`src/rtl/opm_pkg.sv`:
```
// Shared types, constants and helpers for the oil-paint mode filter.
package opm_pkg;

   localparam int MAX_WIDTH  = 1024;
   localparam int MAX_HEIGHT = 4096;
   localparam int MAX_RADIUS = 10;

   localparam int RING     = 2 * MAX_RADIUS + 1;
   localparam int RING_W   = $clog2(RING);
   localparam int COL_W    = $clog2(MAX_WIDTH);
   localparam int ROW_W    = $clog2(MAX_HEIGHT);
   localparam int EW_W     = $clog2(MAX_WIDTH + 1);
   localparam int EH_W     = $clog2(MAX_HEIGHT + 1);
   localparam int RAD_W    = $clog2(MAX_RADIUS + 1);
   localparam int WJ_W     = $clog2(2 * MAX_RADIUS + 1);
   localparam int GAP_W    = $clog2(MAX_RADIUS * MAX_WIDTH + 2);
   localparam int LS_DEPTH = RING * MAX_WIDTH;
   localparam int LS_AW    = $clog2(LS_DEPTH);

   localparam int BINS     = 256;
   localparam int BIN_W    = 8;
   localparam int CNT_W    = 8;

   // register fields as written on the config port
   localparam int CFG_W_W  = 11;
   localparam int CFG_H_W  = 13;
   localparam int CFG_R_W  = 4;
   localparam int CSR_DW   = 13;
   localparam int CSR_IW   = 2;

   typedef enum logic [CSR_IW-1:0] {
      CSR_IMAGE_WIDTH  = 2'd0,
      CSR_IMAGE_HEIGHT = 2'd1,
      CSR_WINDOW_RAD   = 2'd2,
      CSR_COLOR_MODE   = 2'd3
   } csr_index_type;

   localparam logic KIND_PIXEL = 1'b0;

   // luminance weights: true colour, then indexed
   localparam logic [11:0] LT_R = 12'd871;
   localparam logic [11:0] LT_G = 12'd2929;
   localparam logic [11:0] LT_B = 12'd295;
   localparam logic [11:0] LI_R = 12'd872;
   localparam logic [11:0] LI_G = 12'd2930;
   localparam logic [11:0] LI_B = 12'd296;
   localparam int LUMA_SHIFT = 12;

   typedef struct packed {
      logic       kind;
      logic [7:0] in_red;
      logic [7:0] in_green;
      logic [7:0] in_blue;
      logic [7:0] in_index;
   } req_type;

   typedef struct packed {
      logic [7:0] out_red;
      logic [7:0] out_green;
      logic [7:0] out_blue;
      logic [7:0] out_index;
      logic       frame_last;
   } rsp_type;

   typedef enum logic [3:0] {
      ST_IDLE,
      ST_DECIDE,
      ST_CENTRE_RD,
      ST_CENTRE_WAIT,
      ST_VOTE_RD,
      ST_VOTE_LUMA,
      ST_HIST_RD,
      ST_HIST_UPD,
      ST_LOAD,
      ST_CLEAR
   } state_type;

   typedef struct packed {
      logic accept;
      logic walk_init;
      logic centre_rd;
      logic centre_take;
      logic vote_rd;
      logic vote_take;
      logic hist_rd;
      logic hist_upd;
      logic load_out;
      logic clear_step;
   } cmd_type;

   typedef struct packed {
      logic release_ok;
      logic interior;
      logic walk_last;
      logic out_free;
      logic clear_last;
   } status_type;

   function automatic logic [RING_W-1:0] ring_sub(logic [RING_W-1:0] a,
                                                  logic [RAD_W-1:0] d);
      logic [RING_W:0] t;
      t = {1'b0, a} + (RING_W + 1)'(RING) - (RING_W + 1)'(d);
      if (t >= (RING_W + 1)'(RING)) t = t - (RING_W + 1)'(RING);
      return t[RING_W-1:0];
   endfunction

   function automatic logic [RING_W-1:0] ring_add(logic [RING_W-1:0] a,
                                                  logic [RAD_W-1:0] d);
      logic [RING_W:0] t;
      t = {1'b0, a} + (RING_W + 1)'(d);
      if (t >= (RING_W + 1)'(RING)) t = t - (RING_W + 1)'(RING);
      return t[RING_W-1:0];
   endfunction

endpackage

```
`src/rtl/opm_ctrl.sv`:
```
// Sequencer for the oil-paint mode filter.
module opm_ctrl (
   input  logic                 clock,
   input  logic                 reset,
   input  logic                 req_valid,
   output logic                 req_ready,
   input  opm_pkg::status_type  status,
   output opm_pkg::cmd_type     cmd
);

   opm_pkg::state_type state_ff, state_in;

   // reset starts with a sweep of the histogram bins to zero
   always_ff @(posedge clock) begin
      if (reset) begin
         state_ff <= opm_pkg::ST_CLEAR;
      end else begin
         state_ff <= state_in;
      end
   end

   always_comb begin
      state_in  = state_ff;
      cmd       = '0;
      req_ready = 1'b0;
      unique case (state_ff)
         opm_pkg::ST_IDLE: begin
            req_ready = 1'b1;
            if (req_valid) begin
               cmd.accept = 1'b1;
               state_in   = opm_pkg::ST_DECIDE;
            end
         end
         opm_pkg::ST_DECIDE: begin
            cmd.walk_init = 1'b1;
            priority if (!status.release_ok) begin
               state_in = opm_pkg::ST_IDLE;
            end else if (status.interior) begin
               state_in = opm_pkg::ST_VOTE_RD;
            end else begin
               state_in = opm_pkg::ST_CENTRE_RD;
            end
         end
         opm_pkg::ST_CENTRE_RD: begin
            cmd.centre_rd = 1'b1;
            state_in      = opm_pkg::ST_CENTRE_WAIT;
         end
         opm_pkg::ST_CENTRE_WAIT: begin
            cmd.centre_take = 1'b1;
            state_in        = opm_pkg::ST_LOAD;
         end
         opm_pkg::ST_VOTE_RD: begin
            cmd.vote_rd = 1'b1;
            state_in    = opm_pkg::ST_VOTE_LUMA;
         end
         opm_pkg::ST_VOTE_LUMA: begin
            cmd.vote_take = 1'b1;
            state_in      = opm_pkg::ST_HIST_RD;
         end
         opm_pkg::ST_HIST_RD: begin
            cmd.hist_rd = 1'b1;
            state_in    = opm_pkg::ST_HIST_UPD;
         end
         opm_pkg::ST_HIST_UPD: begin
            cmd.hist_upd = 1'b1;
            state_in = status.walk_last ? opm_pkg::ST_LOAD : opm_pkg::ST_VOTE_RD;
         end
         opm_pkg::ST_LOAD: begin
            if (status.out_free) begin
               cmd.load_out = 1'b1;
               state_in = status.interior ? opm_pkg::ST_CLEAR : opm_pkg::ST_IDLE;
            end
         end
         opm_pkg::ST_CLEAR: begin
            cmd.clear_step = 1'b1;
            if (status.clear_last) begin
               state_in = opm_pkg::ST_IDLE;
            end
         end
         default: begin
            state_in = opm_pkg::ST_IDLE;
         end
      endcase
   end

endmodule

```
`config.mk`:
```
export PLATFORM = sky130hd
export DESIGN_NAME = opm_ctrl
export DESIGN_NICKNAME = d
export VERILOG_FILES = /design/src/rtl/opm_pkg.sv /design/src/rtl/opm_ctrl.sv
export SDC_FILE = /design/constraint.sdc
export NUM_CORES = 1
export LEC_CHECK = 0
export BUFFER_PORTS_ARGS = -buffer_cell sky130_fd_sc_hd__clkbuf_2
export CAP_MARGIN = 0
export CORE_AREA = 3 3 40 42
export CTS_BUF_LIST = sky130_fd_sc_hd__clkbuf_2 sky130_fd_sc_hd__clkbuf_4 sky130_fd_sc_hd__clkbuf_8
export CTS_CLUSTER_SIZE = 28
export DETAILED_ROUTE_END_ITERATION = 7
export DIE_AREA = 0 0 43 45
export HOLD_SLACK_MARGIN = 0.03
export PLACE_DENSITY_LB_ADDON = 0.2
export SYNTH_ARGS = -nofsm -noshare
export SYNTH_HDL_FRONTEND = slang
export SYNTH_SLANG_ARGS = --single-unit
```
`constraint.sdc`:
```
create_clock -name clock -period 1.9 [get_ports clock]
set_clock_uncertainty 0.05 [all_clocks]
set_input_delay 0 -clock clock [delete_from_list [all_inputs] [get_ports clock]]
set_output_delay 0 -clock clock [all_outputs]
set_load 0.05 [all_outputs]
```
==> results_dict.tcl, run 1 <==
set metrics [dict create \
    clock_sinks 4 \
    ys_types 24 \
    path_clk_slew_ns 0.03 \
    post-route-min-period_ns 1.621 \
    die_w_um 43 \
    status "complete, no violations" \
    worstSetupPathType "reg -> out" \
    die-height_um 45 \
    netlist_instances 46 \
    routed_wirelength_um 830 \
    worstHoldStart "status[1]" \
    maxSlewViolCount 0 \
    syn-cell-area_um2 349.1 \
    overflow 0 \
    slowest_delay_ns 0.66 \
    yosys-top-cells-area "dfxtp_1 23%, nand2b_1 9.0%, nor2_1 7.5%, nor4_4 6.1%, nor3_1 5.7%" \
    hold_violations 0 \
    first_pass_iters 4 \
    largest_reg_flops 4 \
    antenna_found_initial 0 \
    clk_latency_ns 0.23 \
    ys_warn_count 0 \
    startpoint_type "register" \
    placementRows 13 \
    hold_class "in -> reg" \
    grt_usage_pct 10.32 \
    root_buffer "clkbuf_4" \
    htree_levels 1 \
    cp_cell_sequence "nand2b_1 -> nor3_2 -> clkbuf_2" \
    cts_tree "built" \
    vias 366 \
    pin_count 19 \
    p_leak_uw 0.0002124 \
    vdd_drop_max_mv 0.3582 \
    grt_pass1_vias 326 \
    grt_pass1_wl_mm 1.476 \
    avgRoutedWirePerCell_um 10.51 \
    area_growth_syn_to_layout_pct 33.69 \
    cts_setup_buffers 0 \
    yosysTopAreaCellShare_pct 22.94 \
    drt.antenna.violating_nets 0 \
    initial_core_util_pct 27.17 \
    cp_top_family "flip-flops" \
    cp_slowest_cell "dfxtp_1" \
    fin_crit_sh_pct 85.32 \
    fin_nets 74 \
    cp_data_required_time_ns 1.85 \
    n_antenna_cell 0 \
    ys_seq_area_share_pct 22.94 \
    postCtsResizedCells 0 \
    r2r_setup_slack_ns 0.56 \
    worst_pin_slew_ns 0.5531 \
    vias_per_cell 4.633 \
    drcViolationCount 0 \
    clock.fmax_mhz 616.8 \
    arrival_ns 1.57 \
    worstRegToRegCells 2 \
    setup_violations 0 \
    fin_hold_ws_ns 0.04950 \
    synth_top_cell_by_area "dfxtp_1" \
    cap_viol_max_count 0 \
    synth_nets 54 \
    slew_headroom_pct 63.07 \
    cts-buffers-inserted 3 \
    hold_path_end "state_ff[3]$_SDFFE_PP1P_" \
    die-area_um2 1935 \
    critical_path.endpoint_type "output port" \
    first_iter_violations 8 \
    grt_max_degree 16 \
    power_density_nw_per_um2 674.7 \
    crit_fanout 15 \
    crit_buf_inv 1 \
    ctsLongestPathBuffers 2 \
    ys_ff_latch 4 \
    rr_startpoint "state_ff[0]$_SDFFE_PP1P_" \
    reg_top3 "state_ff (4)" \
    n_fill_cell 156 \
    hold-path-cell-count 3 \
    largest_register "state_ff" \
    tns_ns 0 \
    avgSynthCellArea_um2 7.589 \
    gp_congestion 0.7056 \
    drive_gt1_share_pct 39.06 \
    rsz0062_at_grt "no" \
    port_buffers 18 \
    core_um2 1285 \
    reg2reg_to "state_ff[0]$_SDFFE_PP1P_" \
]
## final cells by class
cell class                      count  area, um^2  share of cell area (%)
Inverter                            1       3.754                  0.8043
Multi-Input combinational cell     37       241.5                   51.74
Timing Repair Buffer               19       100.1                   21.45
Clock buffer                        3       22.52                   4.826
Tap cell                           15       18.77                   4.021
Sequential cell                     4       80.08                   17.16
## synth_stat cells
master / instances
a21boi_1: 1
a22o_1: 1
a311o_1: 1
a32o_1: 1
a41oi_1: 1
and2_1: 1
and3_1: 1
buf_2: 2
buf_4: 1
buf_6: 1
dfxtp_1: 4
inv_1: 1
mux2i_1: 1
nand2_1: 4
nand2b_1: 5
nand3_1: 1
nor2_1: 7
nor2b_1: 2
nor3_1: 4
nor3_2: 2
nor3b_1: 1
nor4_4: 1
o21ai_0: 1
o21ai_1: 1
## metal layers
layer / vias to the layer above / part of all wire [%] / global-route usage, % / routed length [um]
li1: 196 / - / - / -
met1: 151 / 50 / 13.22 / 413
met2: 19 / 37 / 14.97 / 310
met3: 0 / 13 / 6.375 / 106
met4: 0 / 0 / 1.807 / 0
met5: - / 0 / 0 / 0
## report_power, final
part | switching (uW) | internal (uW)
clock network | 32.3 | 70.5
logic | 63.3 | 35.5
registers | 22.6 | 90.6
total | 118 | 197
## what timing repair did
item	4_1_cts	5_1_grt
setup endpoints to repair	0	0
endpoints found under the hold margin	2	0
hold buffers	1	0
## kinds of logic after synthesis
family / synth area share [%]
AND/OR/NAND/NOR: 49.11
AO/OA/AOI/OAI: 15.77
buffers and inverters: 9.319
flip-flops: 22.94
multiplexers: 2.867
## placed cells by master, fill, tap and decap left out
| master | instances |
|---|---|
| o21ai_0 | 1 |
| nand2_1 | 4 |
| dlygate4sd3_1 | 1 |
| nor3b_2 | 1 |
| and2_1 | 1 |
| a21boi_1 | 1 |
| nand2b_1 | 5 |
| nor2b_1 | 2 |
| nor2_1 | 7 |
| and3_1 | 1 |
| mux2i_1 | 1 |
| o21ai_1 | 1 |
| clkbuf_2 | 18 |
| dfxtp_1 | 4 |
| a311o_1 | 1 |
| nand3_1 | 1 |
| a41oi_1 | 1 |
| nor3_2 | 2 |
| nor4_4 | 1 |
| inv_1 | 1 |
| clkbuf_4 | 3 |
| nor3_1 | 4 |
| a22o_1 | 1 |
| a32o_1 | 1 |
## worst register-to-register path, stage by stage (launching register included)
cell,delay [ns]
dfxtp_1,0.66
mux2i_1,0.15
a311o_1,0.36
## stage by stage
step	power [uW]	instances	area, um^2	worst slack (ns)	util (%)
after detailed placement	212.4	75	434.2	0.5256	33.79
after global placement	212.7	75	434.2	0.5337	33.79
after CTS	322.2	79	466.7	0.2716	36.32
after floorplan	191.8	46	354.1	0.1621	-
final	314.9	79	466.7	0.2788	36.32
after global routing	344.9	79	466.7	0.09865	36.32
## how the worst max path moves through the flow
stage                                   from      to  slack, ns  cells after the start
CTS                 state_ff[0]$_SDFFE_PP1P_  cmd[8]       0.27                      3
detailed placement  state_ff[0]$_SDFFE_PP1P_  cmd[8]       0.53                      3
global route        state_ff[0]$_SDFFE_PP1P_  cmd[8]        0.1                      3
finish              state_ff[0]$_SDFFE_PP1P_  cmd[8]       0.28                      3
global placement    state_ff[0]$_SDFFE_PP1P_  cmd[8]       0.53                      3
floorplan           state_ff[1]$_SDFFE_PP0P_  cmd[9]       0.16                      3
Note: power is estimated with default switching activity, not from simulation.
==> inputs of run 2 (changes only) <==
- CTS_CLUSTER_DIAMETER: default -> 200
- RECOVER_POWER: default -> 50
==> run 2 against run 1 <==
  * Sequential share of layout area increased by 0.14 points
  * Clock power about the same
  * Flip-flop and latch count unchanged
  * Register-to-register slack is essentially flat
  * Die area unchanged
  * Count of clock-buffer cells in the layout did not move
  * Non-clock buffer count is the same
  * Setup slack lost 0.015 ns
  * Maximum frequency decreased by 0.89%
  * Critical endpoint is now cmd[9]
==> results_dict.tcl, run 2 (same netlist as run 1, synthesis figures left out) <==
set metrics [dict create \
    path_clk_slew_ns 0.04 \
    cp_cell_sequence "nor4_4 -> and2_1 -> clkbuf_1" \
    reg_top3 "state_ff (4)" \
    p_leak_uw 0.0002018 \
    finalWorstSetupSlack_ns 0.2643 \
    hold_buffers 1 \
    pre_cts_ws_ns 0.5256 \
    maxSlewViolCount 0 \
    slew_headroom_pct 60.13 \
    n_antenna_cell 0 \
    power_density_nw_per_um2 676.6 \
    final_cell_mix "15 x clkbuf_2, 7 x nor2_1, 5 x nand2b_1" \
    hold_violations 0 \
    routed_wirelength_um 830 \
    first_iter_violations 8 \
    gr-usage-met2_pct 14.97 \
    antenna_found_initial 0 \
    rr_startpoint "state_ff[0]$_SDFFE_PP1P_" \
    overflow 0 \
    postCtsResizedCells 0 \
    avgRoutedWirePerCell_um 10.51 \
    area_growth_syn_to_layout_pct 32.62 \
    endpoint "cmd[9]" \
    cap_viol_max_count 0 \
    initial_core_util_pct 27.17 \
    setup_violations 0 \
    ctsLongestPathBuffers 2 \
    vias 365 \
    top_usage_layer "met2" \
    placementRows 13 \
    fin_crit_sh_pct 86.09 \
    vdd_drop_max_mv 0.3575 \
    grt_pass1_wl_mm 1.476 \
    arrival_ns 1.59 \
    grt_usage_pct 10.32 \
    grt_max_degree 16 \
    cts_tree "built" \
    cts_setup_buffers 0 \
    grt_pass1_vias 326 \
    reg2reg_to "state_ff[0]$_SDFFE_PP1P_" \
    crit_fanout 11 \
    drcViolationCount 0 \
    cp_data_required_time_ns 1.85 \
    clock_sinks 4 \
    critical_path.endpoint_type "output port" \
    worstHoldStart "status[2]" \
    status "complete, no violations" \
    cp_slowest_cell "clkbuf_1" \
    layout_commonest_cell "clkbuf_2" \
    grt_util_met1_pct 13.22 \
    core_um2 1285 \
    clk_latency_ns 0.23 \
    hold_class "in -> reg" \
    clock.fmax_mhz 611.4 \
    cts-buffers-inserted 3 \
    post-route-min-period_ns 1.636 \
    r2r_setup_slack_ns 0.57 \
    tns_ns 0 \
    first_pass_iters 4 \
    drt.antenna.violating_nets 0 \
    worstSetupPathType "reg -> out" \
    largest_reg_flops 4 \
    vias_per_cell 4.620 \
    pin_count 19 \
    die_w_um 43 \
    slowest_delay_ns 0.46 \
    fin_nets 74 \
    gp_congestion 0.7056 \
    worst_pin_slew_ns 0.6006 \
    startpoint_type "register" \
    root_buffer "clkbuf_4" \
    largest_register "state_ff" \
    htree_levels 1 \
    worstRegToRegCells 2 \
    gr-usage-met3_pct 6.375 \
    die-height_um 45 \
    drive_gt1_share_pct 34.38 \
    rsz0062_at_grt "no" \
    startpoint "state_ff[1]$_SDFFE_PP0P_" \
    die-area_um2 1935 \
    port_buffers 18 \
]
[run 2: cell count changes in the layout (fill, tap and decap cells not counted)]
cell	change
a21boi_0	+1
a21boi_1	-1
clkbuf_1	+3
clkbuf_2	-3
o21ai_0	+1
o21ai_1	-1
[run 2: power breakdown]
part           internal (uW)  switching, uW
Combinational           34.6           62.9
Sequential              90.6           22.3
Clock                   70.5           32.3
[run 2: worst min path at each step]
| stage | to | slack (ns) | cells past startpoint |
|---|---|---|---|
| 5_1_grt | state_ff[2]$_SDFFE_PP0P_ | 0.08 | 3 |
| 2_1_floorplan | state_ff[0]$_SDFFE_PP1P_ | 0.06 | 1 |
| 6_report | state_ff[2]$_SDFFE_PP0P_ | 0.07 | 3 |
| 3_3_place_gp | state_ff[0]$_SDFFE_PP1P_ | 0.21 | 2 |
| 3_5_place_dp | state_ff[0]$_SDFFE_PP1P_ | 0.21 | 2 |
| 4_1_cts | state_ff[3]$_SDFFE_PP1P_ | 0.05 | 3 |
[run 2: per-layer routing]
metal  part of all wire (%)  up-vias
li1                       -      195
met1                     50      151
met2                     37       19
met3                     12        0
met4                      0        0
met5                      0        -
[run 2: cell type report]
type	instances	area (um^2)
fillers	158	822.0
inverters	1	3.754
clock buffers	3	22.52
well taps	15	18.77
repair buffers	19	96.34
flip-flops and latches	4	80.08
multi-input cells	37	241.5
[run 2: critical path: cells and delay by family (launching register included)]
kind	cells	cell delay [ns]
buffers and inverters	1	0.46
and+or+nand+nor	2	0.47
DFF	1	0.42
[run 2: per-stage QoR]
stage | utilization (%) | hold WS [ns] | instance area [um^2] | total power [uW] | std cells
detailed placement | 33.79 | 0.2117 | 434.2 | 212.4 | 75
CTS | 36.32 | 0.04593 | 466.7 | 322.2 | 79
global placement | 33.79 | 0.2088 | 434.2 | 212.7 | 75
floorplan | - | 0.05644 | 354.1 | 191.8 | 46
finish | 36.03 | 0.06800 | 462.9 | 313.3 | 79
global route | 36.03 | 0.07798 | 462.9 | 343.8 | 79
==> inputs of run 3 (changes only) <==
==> constraint.sdc (replaced) <==
create_clock -name clock -period 1.9 [get_ports clock]
set_clock_uncertainty 0.05 [all_clocks]
set_input_delay 0.38 -clock clock [delete_from_list [all_inputs] [get_ports clock]]
set_output_delay 0.38 -clock clock [all_outputs]
set_load 0.005 [all_outputs]
==> run 3 against run 2 <==
  * First-iteration DRC count down 38%
  * Flip-flop and latch count unchanged
  * Register-to-register slack better by 0.10 ns
  * Maximum frequency down 6.4%
  * Sequential power down 5%
  * Final cell count unchanged
  * Die area unchanged
  * Critical path depth up 1
  * Global-route usage down 0.65 points
  * Worst hold slack better by 0.30 ns
  * Critical endpoint is now cmd[1]
  * Largest cell class unchanged
  * Largest power group unchanged
  * Highest routed layer is now met4
==> results_dict.tcl, run 3 (same netlist as run 1, synthesis figures left out) <==
set metrics [dict create \
    seqPwrFrac_pct 38.8 \
    internal_power_uw 197.1 \
    first_iter_violations 5 \
    path_clk_slew_ns 0.03 \
    clk_latency_ns 0.23 \
    grt_pass1_vias 323 \
    antenna_found_initial 0 \
    slew_headroom_pct 73.09 \
    avgRoutedWirePerCell_um 10.01 \
    post-route-min-period_ns 1.747 \
    postCtsResizedCells 0 \
    routed_wirelength_um 791 \
    worst_pin_slew_ns 0.4031 \
    cp_slowest_cell "dfxtp_1" \
    die-height_um 45 \
    first_pass_iters 4 \
    drive_gt1_share_pct 39.06 \
    drcViolationCount 0 \
    grt_usage_pct 9.667 \
    area_growth_syn_to_layout_pct 31.54 \
    hold-path-cell-count 2 \
    grt_util_met1_pct 13.04 \
    slowest_delay_ns 0.42 \
    p_clk_share_pct 36.4 \
    cap_viol_max_count 0 \
    grt_pass1_wl_mm 1.352 \
    placementRows 13 \
    clock_sinks 4 \
    die-area_um2 1935 \
    htree_levels 1 \
    cts_tree "built" \
    gr-usage-met2_pct 12.28 \
    ctsLongestPathBuffers 2 \
    vdd_drop_max_mv 0.2790 \
    n_antenna_cell 0 \
    worstSetupPathType "reg -> out" \
    cp_data_required_time_ns 1.47 \
    cts_setup_buffers 0 \
    rsz0062_at_grt "no" \
    pin_count 19 \
    final_cell_mix "18 x clkbuf_2, 7 x nor2_1, 5 x nand2b_1" \
    gp_congestion 0.7034 \
    comb_power_share_pct 24.7 \
    status "complete, no violations" \
    power_density_nw_per_um2 599.3 \
    reg_top3 "state_ff (4)" \
    tns_ns 0 \
    gr-usage-met3_pct 1.195 \
    hold_buffers 0 \
    swShare_pct 28.36 \
    largest_register "state_ff" \
    initial_core_util_pct 27.17 \
    arrival_ns 1.32 \
    hold_violations 0 \
    drt.antenna.violating_nets 0 \
    vias 358 \
    cp_cell_sequence "nor2_1 -> nand2_1 -> nor3b_1 -> clkbuf_2" \
    clock.fmax_mhz 572.5 \
    fin_nets 74 \
    netSwitchingPower_uw 78.04 \
    top_usage_layer "met1" \
    critical_path.endpoint_type "output port" \
    p_leak_uw 0.0002110 \
    dpl.hpwl_um 652.6 \
    fin_hold_ws_ns 0.3671 \
    overflow 0 \
    cts-buffers-inserted 3 \
    root_buffer "clkbuf_4" \
    crit_fanout 11 \
    placed_area_um2 436.7 \
    maxSlewViolCount 0 \
    grt_max_degree 12 \
    die_w_um 43 \
    vias_per_cell 4.532 \
    startpoint_type "register" \
    port_buffers 18 \
    final_cell_area_um2 459.2 \
    hold_class "in -> reg" \
    worstRegToRegCells 3 \
    setup_violations 0 \
    layout_commonest_cell "clkbuf_2" \
    fin_crit_sh_pct 91.93 \
    core_um2 1285 \
    largest_reg_flops 4 \
]
[run 3: changes by cell type in the layout (fill, tap and decap cells not counted), sizes merged]
cell         delta
dlygate4sd3     -1
buf             +1
[run 3: worst paths after layout]
| check | startpoint | end | slack (ns) |
|---|---|---|---|
| worst min register to register | state_ff[1]$_SDFFE_PP0P_ | state_ff[1]$_SDFFE_PP0P_ | 0.60 |
| worst min-delay path | reset | state_ff[0]$_SDFFE_PP1P_ | 0.37 |
| worst max-delay path | state_ff[1]$_SDFFE_PP0P_ | cmd[1] | 0.15 |
| worst max register to register | state_ff[3]$_SDFFE_PP1P_ | state_ff[2]$_SDFFE_PP0P_ | 0.67 |
[run 3: cell type report]
type                    instances  area (um^2)
fillers                       145        825.8
multi-input cells              37        236.5
repair buffers                 19        97.59
flip-flops and latches          4        80.08
clock buffers                   3        22.52
well taps                      15        18.77
inverters                       1        3.754
[run 3: through the flow]
step	util (%)	setup slack [ns]	cells	total power [uW]
global placement	33.98	0.4110	76	179.7
global route	35.74	0.04104	79	295.1
floorplan	-	0.5389	46	153.7
detailed placement	33.98	0.3783	76	178.6
CTS	35.74	0.1260	79	285.4
finish	35.74	0.1534	79	275.2
[run 3: layer usage]
metal / part of all wire (%) / vias up / wire length (um)
li1: - / 197 / -
met1: 49 / 144 / 385
met2: 41 / 15 / 327
met3: 8.2 / 2 / 65
met4: 1.5 / 0 / 12
met5: 0 / - / 0
[run 3: worst max-delay path, delay by kind of cell, from the launching register on]
| kind | cells | cell delay (ns) |
|---|---|---|
| simple gates | 3 | 0.52 |
| flops | 1 | 0.42 |
| buf+inv | 1 | 0.14 |
[run 3: power by group through the flow]
stage	Sequential [uW]	Combinational [uW]	Clock, uW
after floorplan	96.1	57.5	0
after global placement	109	70.8	0
after detailed placement	108	70.4	0
after CTS	107	70.6	108
after global routing	109	78.1	108
final	107	68.0	100
